`config.mk`:
```
export PLATFORM = sky130hd
export DESIGN_NAME = positional_list_engine
export DESIGN_NICKNAME = d
export VERILOG_FILES = /design/src/hw/rtl/plist_pkg.sv /design/src/hw/rtl/positional_list_engine.sv /design/src/hw/rtl/plist_cell.sv
export SDC_FILE = /design/constraint.sdc
export NUM_CORES = 1
export LEC_CHECK = 0
export BUFFER_PORTS_ARGS = -buffer_cell sky130_fd_sc_hd__buf_2
export CAP_MARGIN = 25
export CELL_PAD_IN_SITES_DETAIL_PLACEMENT = 1
export CELL_PAD_IN_SITES_GLOBAL_PLACEMENT = 2
export CORE_AREA = 10 10 305 307
export DETAILED_ROUTE_END_ITERATION = 10
export DIE_AREA = 0 0 315 317
export PLACE_DENSITY_LB_ADDON = 0.3
export SYNTH_ARGS = -nofsm -noshare
export SYNTH_HDL_FRONTEND = slang
export SYNTH_SLANG_ARGS = --single-unit
```
`constraint.sdc`:
```
create_clock -name i_clk -period 5.6 [get_ports i_clk]
set_input_delay 1.12 -clock i_clk [delete_from_list [all_inputs] [get_ports i_clk]]
set_output_delay 1.12 -clock i_clk [all_outputs]
set_load 0.05 [all_outputs]
```
`src/hw/rtl/plist_pkg.sv`:
```
// Shared types and constants for the positional list engine.
`default_nettype none

package plist_pkg;

    localparam int unsigned STORE_DEPTH = 16;
    localparam int unsigned WORD_W      = 32;
    localparam int unsigned LEN_W       = 5;
    localparam int unsigned IDX_W       = 4;
    localparam int unsigned POS_W       = 5;
    localparam int unsigned CMD_W       = 3;
    localparam int unsigned STAT_W      = 2;

    typedef logic signed [WORD_W-1:0] t_word;

    typedef enum logic [CMD_W-1:0] {
        CMD_INS_FRONT = 3'd0,
        CMD_INS_BACK  = 3'd1,
        CMD_INS_POS   = 3'd2,
        CMD_DEL_FRONT = 3'd3,
        CMD_DEL_BACK  = 3'd4,
        CMD_DEL_POS   = 3'd5
    } t_cmd;

    typedef enum logic [STAT_W-1:0] {
        STAT_OK     = 2'd0,
        STAT_FULL   = 2'd1,
        STAT_EMPTY  = 2'd2,
        STAT_BADPOS = 2'd3
    } t_status;

    typedef enum logic [1:0] {
        CELL_HOLD,
        CELL_FROM_PREV,
        CELL_FROM_NEXT,
        CELL_LOAD
    } t_cell_mode;

    typedef struct packed {
        t_cell_mode mode;
        t_word      load_value;
    } t_cell_ctl;

    typedef enum logic {
        ST_IDLE,
        ST_LIST
    } t_state;

endpackage

`default_nettype wire

```
`src/hw/rtl/positional_list_engine.sv`:
```
// Top level: bounded ordered list held in a chain of shifting cells.
//
//  channel | direction | handshake               | payload
//  --------+-----------+-------------------------+---------------------------------------
//  in      | input     | i_in_valid / o_in_stall | i_cmd, i_item_value, i_position
//  out     | output    | o_out_valid/ i_out_stall| o_op_status, o_element_value,
//          |           |                         | o_element_index, o_list_length, o_last_flag
//
// A command first updates the cells, then gives one result per listed element
// (max(length,1) results in all), one per cycle while the output does not stall.
// The list is read out by rotating the cells toward cell 0 once per result.
// Output stall freezes the rotation; input is stalled until the last result is
// registered. Synchronous active-low reset empties the list; cell data is not reset.
`default_nettype none

module positional_list_engine #(
    parameter int unsigned CAPACITY = 16
) (
    input  wire logic                            i_clk,
    input  wire logic                            i_rst_n,
    input  wire logic                            i_in_valid,
    output logic                                 o_in_stall,
    input  wire logic [plist_pkg::CMD_W-1:0]     i_cmd,
    input  wire logic signed [plist_pkg::WORD_W-1:0] i_item_value,
    input  wire logic [plist_pkg::POS_W-1:0]     i_position,
    output logic                                 o_out_valid,
    input  wire logic                            i_out_stall,
    output logic [plist_pkg::STAT_W-1:0]         o_op_status,
    output logic signed [plist_pkg::WORD_W-1:0]  o_element_value,
    output logic [plist_pkg::IDX_W-1:0]          o_element_index,
    output logic [plist_pkg::LEN_W-1:0]          o_list_length,
    output logic                                 o_last_flag
);
    import plist_pkg::*;

    localparam int unsigned EFF_CAP = (CAPACITY < STORE_DEPTH) ? CAPACITY : STORE_DEPTH;
    localparam logic [LEN_W-1:0] CAP_LEN = LEN_W'(EFF_CAP);

    t_state             r_state, n_state;
    logic [LEN_W-1:0]   r_len, n_len;
    logic [IDX_W-1:0]   r_idx, n_idx;
    t_status            r_status, n_status;

    logic               r_out_valid;
    t_status            r_out_status;
    t_word              r_out_value;
    logic [IDX_W-1:0]   r_out_index;
    logic [LEN_W-1:0]   r_out_length;
    logic               r_out_last;

    logic               accept;
    logic               emit;
    logic               emit_last;
    logic               do_ins;
    logic               do_del;
    logic [LEN_W-1:0]   slot;
    logic               pos_ok;
    logic [LEN_W-1:0]   len_m1;

    t_word              cell_val  [EFF_CAP];
    t_word              cell_next [EFF_CAP];
    t_word              cell_prev [EFF_CAP];
    t_cell_ctl          cell_ctl  [EFF_CAP];

    assign accept    = (r_state == ST_IDLE) && i_in_valid;
    assign emit      = (r_state == ST_LIST) && (!r_out_valid || !i_out_stall);
    assign len_m1    = r_len - LEN_W'(1);
    assign emit_last = (r_len == '0) || (LEN_W'(r_idx) == len_m1);
    assign pos_ok    = (i_position != '0) && (i_position <= r_len);

    // command decode
    always_comb begin
        do_ins   = 1'b0;
        do_del   = 1'b0;
        slot     = '0;
        n_status = r_status;
        if (accept) begin
            n_status = STAT_OK;
            unique case (i_cmd)
                CMD_INS_FRONT, CMD_INS_BACK, CMD_INS_POS: begin
                    if (r_len >= CAP_LEN) begin
                        n_status = STAT_FULL;
                    end else if (i_cmd == CMD_INS_FRONT) begin
                        do_ins = 1'b1;
                    end else if (i_cmd == CMD_INS_BACK) begin
                        do_ins = 1'b1;
                        slot   = r_len;
                    end else if (pos_ok) begin
                        do_ins = 1'b1;
                        slot   = i_position - POS_W'(1);
                    end else begin
                        n_status = STAT_BADPOS;
                    end
                end
                CMD_DEL_FRONT, CMD_DEL_BACK, CMD_DEL_POS: begin
                    if (r_len == '0) begin
                        n_status = STAT_EMPTY;
                    end else if (i_cmd == CMD_DEL_FRONT) begin
                        do_del = 1'b1;
                    end else if (i_cmd == CMD_DEL_BACK) begin
                        do_del = 1'b1;
                        slot   = len_m1;
                    end else if (pos_ok) begin
                        do_del = 1'b1;
                        slot   = i_position - POS_W'(1);
                    end else begin
                        n_status = STAT_BADPOS;
                    end
                end
                default: ;
            endcase
        end
    end

    // per-cell control
    always_comb begin
        for (int i = 0; i < EFF_CAP; i++) begin
            cell_ctl[i].load_value = i_item_value;
            cell_ctl[i].mode       = CELL_HOLD;
            if (do_ins) begin
                if (LEN_W'(i) == slot) begin
                    cell_ctl[i].mode = CELL_LOAD;
                end else if (LEN_W'(i) > slot && LEN_W'(i) <= r_len) begin
                    cell_ctl[i].mode = CELL_FROM_PREV;
                end
            end else if (do_del) begin
                if (LEN_W'(i) >= slot && LEN_W'(i) < len_m1) begin
                    cell_ctl[i].mode = CELL_FROM_NEXT;
                end
            end else if (emit && LEN_W'(i) < r_len) begin
                cell_ctl[i].mode = CELL_FROM_NEXT;
            end
        end
    end

    genvar g;
    generate
        for (g = 0; g < EFF_CAP; g++) begin : g_cell
            if (g == 0) begin : g_first
                assign cell_prev[g] = '0;
            end else begin : g_mid
                assign cell_prev[g] = cell_val[g-1];
            end
            if (g == EFF_CAP - 1) begin : g_last
                assign cell_next[g] = cell_val[0];
            end else begin : g_wrap
                assign cell_next[g] = (LEN_W'(g) == len_m1) ? cell_val[0] : cell_val[g+1];
            end
            plist_cell u_cell (
                .i_clk   (i_clk),
                .i_ctl   (cell_ctl[g]),
                .i_prev  (cell_prev[g]),
                .i_next  (cell_next[g]),
                .o_value (cell_val[g])
            );
        end
    endgenerate

    // sequencer
    always_comb begin
        n_state = r_state;
        n_len   = r_len;
        n_idx   = r_idx;
        unique case (r_state)
            ST_IDLE: begin
                if (accept) begin
                    n_state = ST_LIST;
                    n_idx   = '0;
                    if (do_ins) begin
                        n_len = r_len + LEN_W'(1);
                    end else if (do_del) begin
                        n_len = len_m1;
                    end
                end
            end
            ST_LIST: begin
                if (emit) begin
                    n_idx = r_idx + IDX_W'(1);
                    if (emit_last) begin
                        n_state = ST_IDLE;
                    end
                end
            end
            default: n_state = ST_IDLE;
        endcase
    end

    always_ff @(posedge i_clk) begin
        if (!i_rst_n) begin
            r_state     <= ST_IDLE;
            r_len       <= '0;
            r_idx       <= '0;
            r_status    <= STAT_OK;
            r_out_valid <= 1'b0;
        end else begin
            r_state  <= n_state;
            r_len    <= n_len;
            r_idx    <= n_idx;
            r_status <= n_status;
            if (emit) begin
                r_out_valid <= 1'b1;
            end else if (!i_out_stall) begin
                r_out_valid <= 1'b0;
            end
        end
    end

    // result register
    always_ff @(posedge i_clk) begin
        if (emit) begin
            r_out_status <= r_status;
            r_out_value  <= (r_len == '0) ? t_word'(0) : cell_val[0];
            r_out_index  <= r_idx;
            r_out_length <= r_len;
            r_out_last   <= emit_last;
        end
    end

    assign o_in_stall      = (r_state != ST_IDLE);
    assign o_out_valid     = r_out_valid;
    assign o_op_status     = r_out_status;
    assign o_element_value = r_out_value;
    assign o_element_index = r_out_index;
    assign o_list_length   = r_out_length;
    assign o_last_flag     = r_out_last;

    a_len_cap: assert property (@(posedge i_clk) disable iff (!i_rst_n)
        r_len <= CAP_LEN)
        else $error("list length beyond capacity");

    a_accept_lists: assert property (@(posedge i_clk) disable iff (!i_rst_n)
        accept |=> (r_state == ST_LIST))
        else $error("accepted transaction did not start listing");

    a_last_idle: assert property (@(posedge i_clk) disable iff (!i_rst_n)
        (emit && emit_last) |=> (r_state == ST_IDLE) && o_out_valid && o_last_flag)
        else $error("final result not followed by idle");

    a_index_range: assert property (@(posedge i_clk) disable iff (!i_rst_n)
        (o_out_valid && (o_list_length != '0)) |-> (LEN_W'(o_element_index) < o_list_length))
        else $error("result index beyond list length");

endmodule

`default_nettype wire

```
`src/hw/rtl/plist_cell.sv`:
```
// One storage cell of the list chain: holds, shifts from a neighbor, or loads.
`default_nettype none

module plist_cell (
    input  wire logic                 i_clk,
    input  wire plist_pkg::t_cell_ctl i_ctl,
    input  wire plist_pkg::t_word     i_prev,
    input  wire plist_pkg::t_word     i_next,
    output plist_pkg::t_word          o_value
);
    import plist_pkg::*;

    t_word r_value;
    t_word n_value;

    always_comb begin
        unique case (i_ctl.mode)
            CELL_HOLD:      n_value = r_value;
            CELL_FROM_PREV: n_value = i_prev;
            CELL_FROM_NEXT: n_value = i_next;
            CELL_LOAD:      n_value = i_ctl.load_value;
            default:        n_value = r_value;
        endcase
    end

    always_ff @(posedge i_clk) begin
        r_value <= n_value;
    end

    assign o_value = r_value;

endmodule

`default_nettype wire
```
Yosys cells after proc, flatten, opt, wreduce, memory -nomap -nowiden
Cells that the tools add are included.
{ "totals": {"regBits": 569, "latch_bits": 0, "ram_bits": 0, "romBits": 0, "input_bits": 44, "out_inout_bits": 46, "elab_cells": 449, "memories": 0} }
{ "op_classes": {"add_sub_neg": 4, "mul": 0, "n_div": 0, "n_lt_le_gt_ge": 82, "n_eq_ne": 87, "shifts": 0, "muxes": 166, "bitwise": 2, "n_reduce_logical": 82} }
{ "op_table": {"columns": ["operator", "n"], "rows": [
  ["32-bit one-hot mux with 3 select lines", 16],
  ["32-bit 2-to-1 mux", 15],
  ["2-bit 2-to-1 mux", 87],
  ["4-bit by 5-bit less-than comparator with 1-bit output (first input constant)", 16],
  ["4-bit by 5-bit equality test with 1-bit output (first input constant)", 15],
  ["2-bit equality test (second input constant)", 32],
  ["1-bit logical AND", 51],
  ["5-bit 2-to-1 mux", 10],
  ["3-bit by 5-bit equality test with 1-bit output (first input constant)", 8],
  ["4-bit by 5-bit >= comparator with 1-bit output (first input constant)", 8],
  ["4-bit by 5-bit > comparator with 1-bit output (first input constant)", 8],
  ["4-bit by 5-bit less-or-equal comparator with 1-bit output (first input constant)", 8],
  ["3-bit by 5-bit less-than comparator with 1-bit output (first input constant)", 8],
  ["2-bit by 1-bit equality test with 1-bit output (second input constant)", 16],
  ["2-bit zero test", 16],
  ["1-bit 2-to-1 mux", 32],
  ["2-bit by 5-bit equality test with 1-bit output (first input constant)", 4],
  ["3-bit by 5-bit >= comparator with 1-bit output (first input constant)", 4],
  ["3-bit by 5-bit > comparator with 1-bit output (first input constant)", 4],
  ["3-bit by 5-bit less-or-equal comparator with 1-bit output (first input constant)", 4],
  ["1-bit by 5-bit less-than comparator with 1-bit output (first input constant)", 4],
  ["2-bit by 5-bit less-than comparator with 1-bit output (first input constant)", 4],
  ["5-bit zero test", 3],
  ["1-bit by 5-bit equality test with 1-bit output (first input constant)", 2],
  ["other kinds (31)", 48]
]} }

Depth between registers and ports, before layout
{ "logic_depth": {"word_depth": 16, "depth_mapped": 16, "depth_no_buf": 11} }

Hierarchy
A second synthesis with hierarchy kept.
{ "hier_totals": {"cells_unflattened": 3274, "area_unflattened_um2": 36628.9} }
{ "modules_own_cells": {"columns": ["module", "instances", "cells_each", "area_each_um2", "seq_area_each_um2"], "rows": [
  ["plist_cell", 16, 140, 1672.9, 960.9],
  ["positional_list_engine", 1, 1034, 9863.2, 1581.5]
]} }

Worst setup path before layout
OpenSTA, ideal clock, no wires.
{ "synth_timing": {"path_type": "input-to-reg", "startpoint": "in i_position[0] in the netlist's numbering", "endpoint": "reg g_cell[4].u_cell.r_value[0], enable pin", "setup_ns": 0.470, "arrival_ns": 5.310, "required_time_ns": 5.130, "slack_ns": -0.180, "stages": 11, "n_path_buf": 0, "cell_sequence": "inv_1 -> ha_1 -> nor4b_1 -> a211oi_1 -> a21o_1 -> a31oi_1 -> nor2_1 -> nand2_1 -> nor3b_1 -> a211oi_1 -> o31ai_1"} }
{ "synth_between": {"elab_chain_cells": 14, "word_cells_on_any_way": 35, "classes_between": "1 x add/sub; 3 x order compare; 1 x eq/ne; 25 x mux; 5 x reduce/logical"} }
{ "synth_lines": {"columns": ["item", "line", "text"], "rows": [
  ["start, declared", "positional_list_engine.sv:25", "input wire logic [plist_pkg::POS_W-1:0] i_position,"],
  ["5-bit less-or-equal comparator / 5-bit nonzero test (equally long branches)", "positional_list_engine.sv:69", "assign pos_ok = (i_position != '0) && (i_position <= r_len);"],
  ["1-bit logical AND", "positional_list_engine.sv:69", null],
  ["5-bit 2-to-1 mux", "positional_list_engine.sv:88, positional_list_engine.sv:103", null],
  ["5-bit 2-to-1 mux (on tied branches)", "positional_list_engine.sv:100, positional_list_engine.sv:85", null],
  ["5-bit 2-to-1 mux (on tied branches)", "positional_list_engine.sv:98, positional_list_engine.sv:83", null],
  ["5-bit 2-to-1 mux (on tied branches)", "positional_list_engine.sv:96, positional_list_engine.sv:81", null],
  ["5-bit one-hot mux with 2 select lines", "positional_list_engine.sv:79", "unique case (i_cmd)"],
  ["5-bit 2-to-1 mux", "positional_list_engine.sv:77", "if (accept) begin"],
  ["3-bit by 5-bit > comparator with 1-bit output / 3-bit by 5-bit >= comparator with 1-bit output (equally long branches)", "positional_list_engine.sv:123, positional_list_engine.sv:127", null],
  ["1-bit logical AND (on tied branches)", "positional_list_engine.sv:123, positional_list_engine.sv:127", null],
  ["1-bit 2-to-1 mux / 2-bit 2-to-1 mux (equally long branches)", "positional_list_engine.sv:123, positional_list_engine.sv:127", null],
  ["2-bit 2-to-1 mux (on tied branches)", "positional_list_engine.sv:121, positional_list_engine.sv:126", null],
  ["2-bit 2-to-1 mux (*)", "positional_list_engine.sv:120", "if (do_ins) begin"],
  ["2-bit zero test (*)", "plist_cell.sv:17", "unique case (i_ctl.mode)"],
  ["end signal, assigned", "plist_cell.sv:27", "r_value <= n_value;"],
  ["end, declared", "plist_cell.sv:13", "t_word r_value;"]
]} }
Mark *: on every way between the ends. The rest lies on a longest branch, timed or not.
A chain may end at the register's enable or synchronous reset.

Worst setup path in the final report
{ "layout_timing": {"startpoint": "reg r_len[1]", "endpoint": "reg g_cell[2].u_cell.r_value[19], enable pin"} }
{ "layout_between": {"elab_chain_cells": 14, "word_cells_on_any_way": 41, "classes_between": "1 x add/sub; 7 x order compare; 1 x eq/ne; 26 x mux; 6 x reduce/logical"} }
{ "layout_lines": {"columns": ["item", "line", "text"], "rows": [
  ["start, declared", "positional_list_engine.sv:40", "logic [LEN_W-1:0] r_len, n_len;"],
  ["start signal, assigned", "positional_list_engine.sv:197", "r_len <= n_len;"],
  ["5-bit less-or-equal comparator", "positional_list_engine.sv:69", null],
  ["1-bit logical AND", "positional_list_engine.sv:69", null],
  ["5-bit 2-to-1 mux", "positional_list_engine.sv:88, positional_list_engine.sv:103", null],
  ["5-bit 2-to-1 mux (on tied branches)", "positional_list_engine.sv:100, positional_list_engine.sv:85", null],
  ["5-bit 2-to-1 mux (on tied branches)", "positional_list_engine.sv:98, positional_list_engine.sv:83", null],
  ["5-bit 2-to-1 mux (on tied branches)", "positional_list_engine.sv:96, positional_list_engine.sv:81", null],
  ["5-bit one-hot mux with 2 select lines", "positional_list_engine.sv:79", null],
  ["5-bit 2-to-1 mux", "positional_list_engine.sv:77", null],
  ["2-bit by 5-bit > comparator with 1-bit output / 2-bit by 5-bit >= comparator with 1-bit output (equally long branches)", "positional_list_engine.sv:123, positional_list_engine.sv:127", null],
  ["1-bit logical AND (on tied branches)", "positional_list_engine.sv:123, positional_list_engine.sv:127", null],
  ["1-bit 2-to-1 mux / 2-bit 2-to-1 mux (equally long branches)", "positional_list_engine.sv:123, positional_list_engine.sv:127", null],
  ["2-bit 2-to-1 mux (on tied branches)", "positional_list_engine.sv:121, positional_list_engine.sv:126", null],
  ["2-bit 2-to-1 mux (*)", "positional_list_engine.sv:120", null],
  ["2-bit zero test (*)", "plist_cell.sv:17", null],
  ["end signal, assigned", "plist_cell.sv:27", null],
  ["end, declared", "plist_cell.sv:13", null]
]} }
Marked as above.

==> results.toml <==
[grt]
grt_first_pass_wirelength_um = 180800
groute.usage.overall_pct = 22.87
grt_pass1_vias = 27700
antenna_found_initial = 1
grt_max_degree = 70
grt.overflow.total = 0

[cts]
cts_resized = 0
clockRootBuffer = "sky130_fd_sc_hd__clkbuf_16"
tritoncts = "built"
cts_hold_buf = 0
ctsHtreeMaxLevel = 3
clock_latency_ns = 0.62
numCtsBuffers = 68
cts-root-to-sink-buffers = 3
post-cts-setup-buffer-count = 0
clk_pin_slew_worst_paths_ns = 0.05
numClockSinks = 569

[drt]
viasPerCell = 6.301
drt-pass1-iter-count = 5
postRouteWirelength_um = 117000
wl_met2_um = 51030
routed_length_on_met1_um = 56250
wl_per_cell_um = 27.33
antenna_left = 0
vias = 26980
met3RoutedLength_um = 8243
detail_route.iter0.violations = 2937
dr.max_layer_used = "met4"
drc = 0

[floorplanning]
top_level_ports = 90
effective_utilization_at_floorplan_pct = 37.67
fp.coreArea_mm2 = 0.08662
fp.dieArea_mm2 = 0.09986
core.rowCount = 108
floorplan.die.height_um = 317
die_x_um = 315

[logic_synthesis]
total_number_of_yosys_warnings = 0
synthMuxAreaShare_pct = 2.945
yosys.area_share.simple_pct = 14.12
synth_cell_types = 75
postSynth.asyncResetShare_pct = 0
seq_area_frac_synth_pct = 51.97
synth_top_family_by_area = "compound AO/OA/AOI/OAI gates"
synth-xor-area-share_pct = 0.3490
synth.avg_cell_area_um2 = 10.14
synthesis.nets = 3276
ys_dominant_reg_cell = "sky130_fd_sc_hd__edfxtp_1"
synthesis.instances = 3217
ys_ff_latch = 569
syn_area_mm2 = 0.03263
yosys.area_share.adder_pct = 0.5752
synth-compound-area-share_pct = 24.71
synth-edff-count = 556

[setup_path]
critPathRequiredTime_ns = 5.82
critPathArrivalTime_ns = 5.22
timing.critical_path.fanout_max = 35
end_kind = "register"
type_of_origin_of_the_critical_path = "register"
criticalPathCategory = "reg -> reg"

[pwr]
leakagePower_uw = 0.01329
switching_power_uw = 3458
power_switching_share_pct = 29.74
power_frac_clock_pct = 36.0
ir_drop_mv = 0.2030
sequentialPowerShare_pct = 46.9
power_density_mw_per_mm2 = 320.7
p_comb_share_pct = 17.1
internal_power_uw = 8169

[cells_and_area]
nNetsFinal = 3134
final_common_cell = "sky130_fd_sc_hd__nand2_1"
n_antenna_cell = 0
final_layout_size_suffix_gt1_share_pct = 11.64
final_instance_count_without_filler_cells = 4281
area.growth.synth_to_final_pct = 11.12
layout.cells.most_common_list = "sky130_fd_sc_hd__nand2_1, sky130_fd_sc_hd__edfxtp_1, sky130_fd_sc_hd__a221o_1"
n_fill_cell = 9442

[place]
place_inst = 4152
io_buffer_count = 89
gp_routability_congestion = 0.8907
hpwl_um = 81480

[timing]
period_share_pct = 89.16
max_slew.worst_pin.slew_ns = 1.074
setup_tns_ns = 0
finalHoldViolations = 0
setup_viol = 0
max-slew-margin-rel_pct = 28.26
finalMaxSlewViolations = 0
max_freq_mhz = 200.3
period_minus_slack_ns = 4.993
rsz0062_at_grt = "false"
fin_skew_ns = 0.03230

[min_path]
timing.hold.worst.class = "reg -> reg"

[outcome]
status = "finished, final reports clean"

[run]
timing.max_cap.violations = 0
==> state kept, by name, summed over array words and instances, names as in the netlist <==
| register | count |
|---|---|
| r_status | 2 |
| o_element_index | 4 |
| r_len | 5 |
| o_out_valid | 1 |
| r_idx | 4 |
| o_element_value | 32 |
| o_in_stall | 1 |
| o_last_flag | 1 |
| o_list_length | 5 |
| o_op_status | 2 |
| g_cell.u_cell.o_value | 512 |
==> cells by family after synthesis <==
| family | after synthesis |
|---|---|
| AND/OR/NAND/NOR | 1035 |
| buffers and inverters | 420 |
| AO/OA/AOI/OAI | 1069 |
| flip-flops | 569 |
| multiplexers | 96 |
| adder cells (fa/ha/maj) | 15 |
| XOR/XNOR | 13 |
==> power by group through the flow <==
| stage | Clock [µW] | Combinational (µW) | Sequential [µW] |
|---|---|---|---|
| after floorplan | 0 | 1340 | 5400 |
| after global placement | 0 | 1870 | 5510 |
| after detailed placement | 0 | 1950 | 5530 |
| after CTS | 4280 | 1960 | 5450 |
| after global routing | 4460 | 2140 | 5490 |
| final | 4190 | 1990 | 5450 |
==> final timing paths <==
check | from | to | slack (ns) | cells after the start
setup / recovery | r_len[1] | g_cell[2].u_cell.o_value[19] | 0.61 | 11
hold / removal | r_status[0] | o_op_status[0] | 0.46 | 0
setup reg to reg | r_len[1] | g_cell[2].u_cell.o_value[19] | 0.61 | 11
hold reg to reg | r_status[0] | o_op_status[0] | 0.46 | 0
==> Yosys cell counts (all sizes together), types with 4 or more instances <==
cell / n / area, µm²
nand2: 565 / 2126
edfxtp: 556 / 16700
a221o: 332 / 3323
a21oi: 308 / 1553
clkbuf: 263 / 996.0
nor2: 148 / 563.0
buf: 146 / 701.9
nand3: 112 / 560.5
o21ai: 102 / 518.0
a22o: 96 / 840.8
mux2i: 96 / 960.9
a211oi: 71 / 538.0
a21o: 67 / 503.0
nor3: 53 / 305.3
and2: 45 / 281.5
nor2b: 44 / 275.3
a22oi: 35 / 272.8
and3: 27 / 168.9
ha: 15 / 187.7
dfxtp: 13 / 260.3
nand2b: 12 / 75.07
a31oi: 11 / 90.08
xnor2: 10 / 87.58
inv: 8 / 30.03
o211ai: 7 / 67.57
nor4: 6 / 56.31
nor4b: 6 / 71.32
o22ai: 5 / 31.28
o31ai: 5 / 37.54
or3: 5 / 31.28
o21a: 4 / 30.03
==> area by class of cell <==
cell class / instances / area [µm²] / share of cell area, %
well taps: 1155 / 1445 / 3.986
clock inverters: 37 / 250.2 / 0.6903
flip-flops and latches: 569 / 16960 / 46.77
multi-input cells: 2228 / 14240 / 39.29
inverters: 11 / 41.29 / 0.1139
repair buffers: 197 / 1511 / 4.169
clock buffers: 84 / 1804 / 4.977
==> worst max-delay path, cell delays in order, from the launching register on <==
cell,delay (ns)
sky130_fd_sc_hd__dfxtp_1,0.31
sky130_fd_sc_hd__inv_1,0.32
sky130_fd_sc_hd__ha_1,0.31
sky130_fd_sc_hd__or4b_1,0.65
sky130_fd_sc_hd__buf_4,0.33
sky130_fd_sc_hd__a41oi_1,0.24
sky130_fd_sc_hd__o21ai_1,0.18
sky130_fd_sc_hd__nand3_1,0.30
sky130_fd_sc_hd__nand2_1,0.30
sky130_fd_sc_hd__a2111oi_0,0.94
sky130_fd_sc_hd__nand2b_2,0.26
sky130_fd_sc_hd__buf_4,0.45
==> per-stage QoR <==
step | hold slack [ns] | cell area [µm²] | setup slack, ns | total power [µW] | utilization [%]
2_1_floorplan | 0.4029 | 32640 | 0.06371 | 6741 | -
4_1_cts | 0.4532 | 36060 | 0.7894 | 11680 | 41.63
3_5_place_dp | 0.4398 | 34000 | 0.4142 | 7478 | 39.25
5_1_grt | 0.4648 | 36250 | 0.3562 | 12080 | 41.85
6_report | 0.4553 | 36250 | 0.6073 | 11630 | 41.85
3_3_place_gp | 0.4185 | 33900 | 0.4266 | 7389 | 39.14
==> routing by layer <==
layer  up-vias  track usage (%)
met1     13760            34.06
met3       114            3.077
met5         -                0
li1      11960                -
met4         0            4.633
met2      1143            35.09
Power figures use the tool's default switching activity.
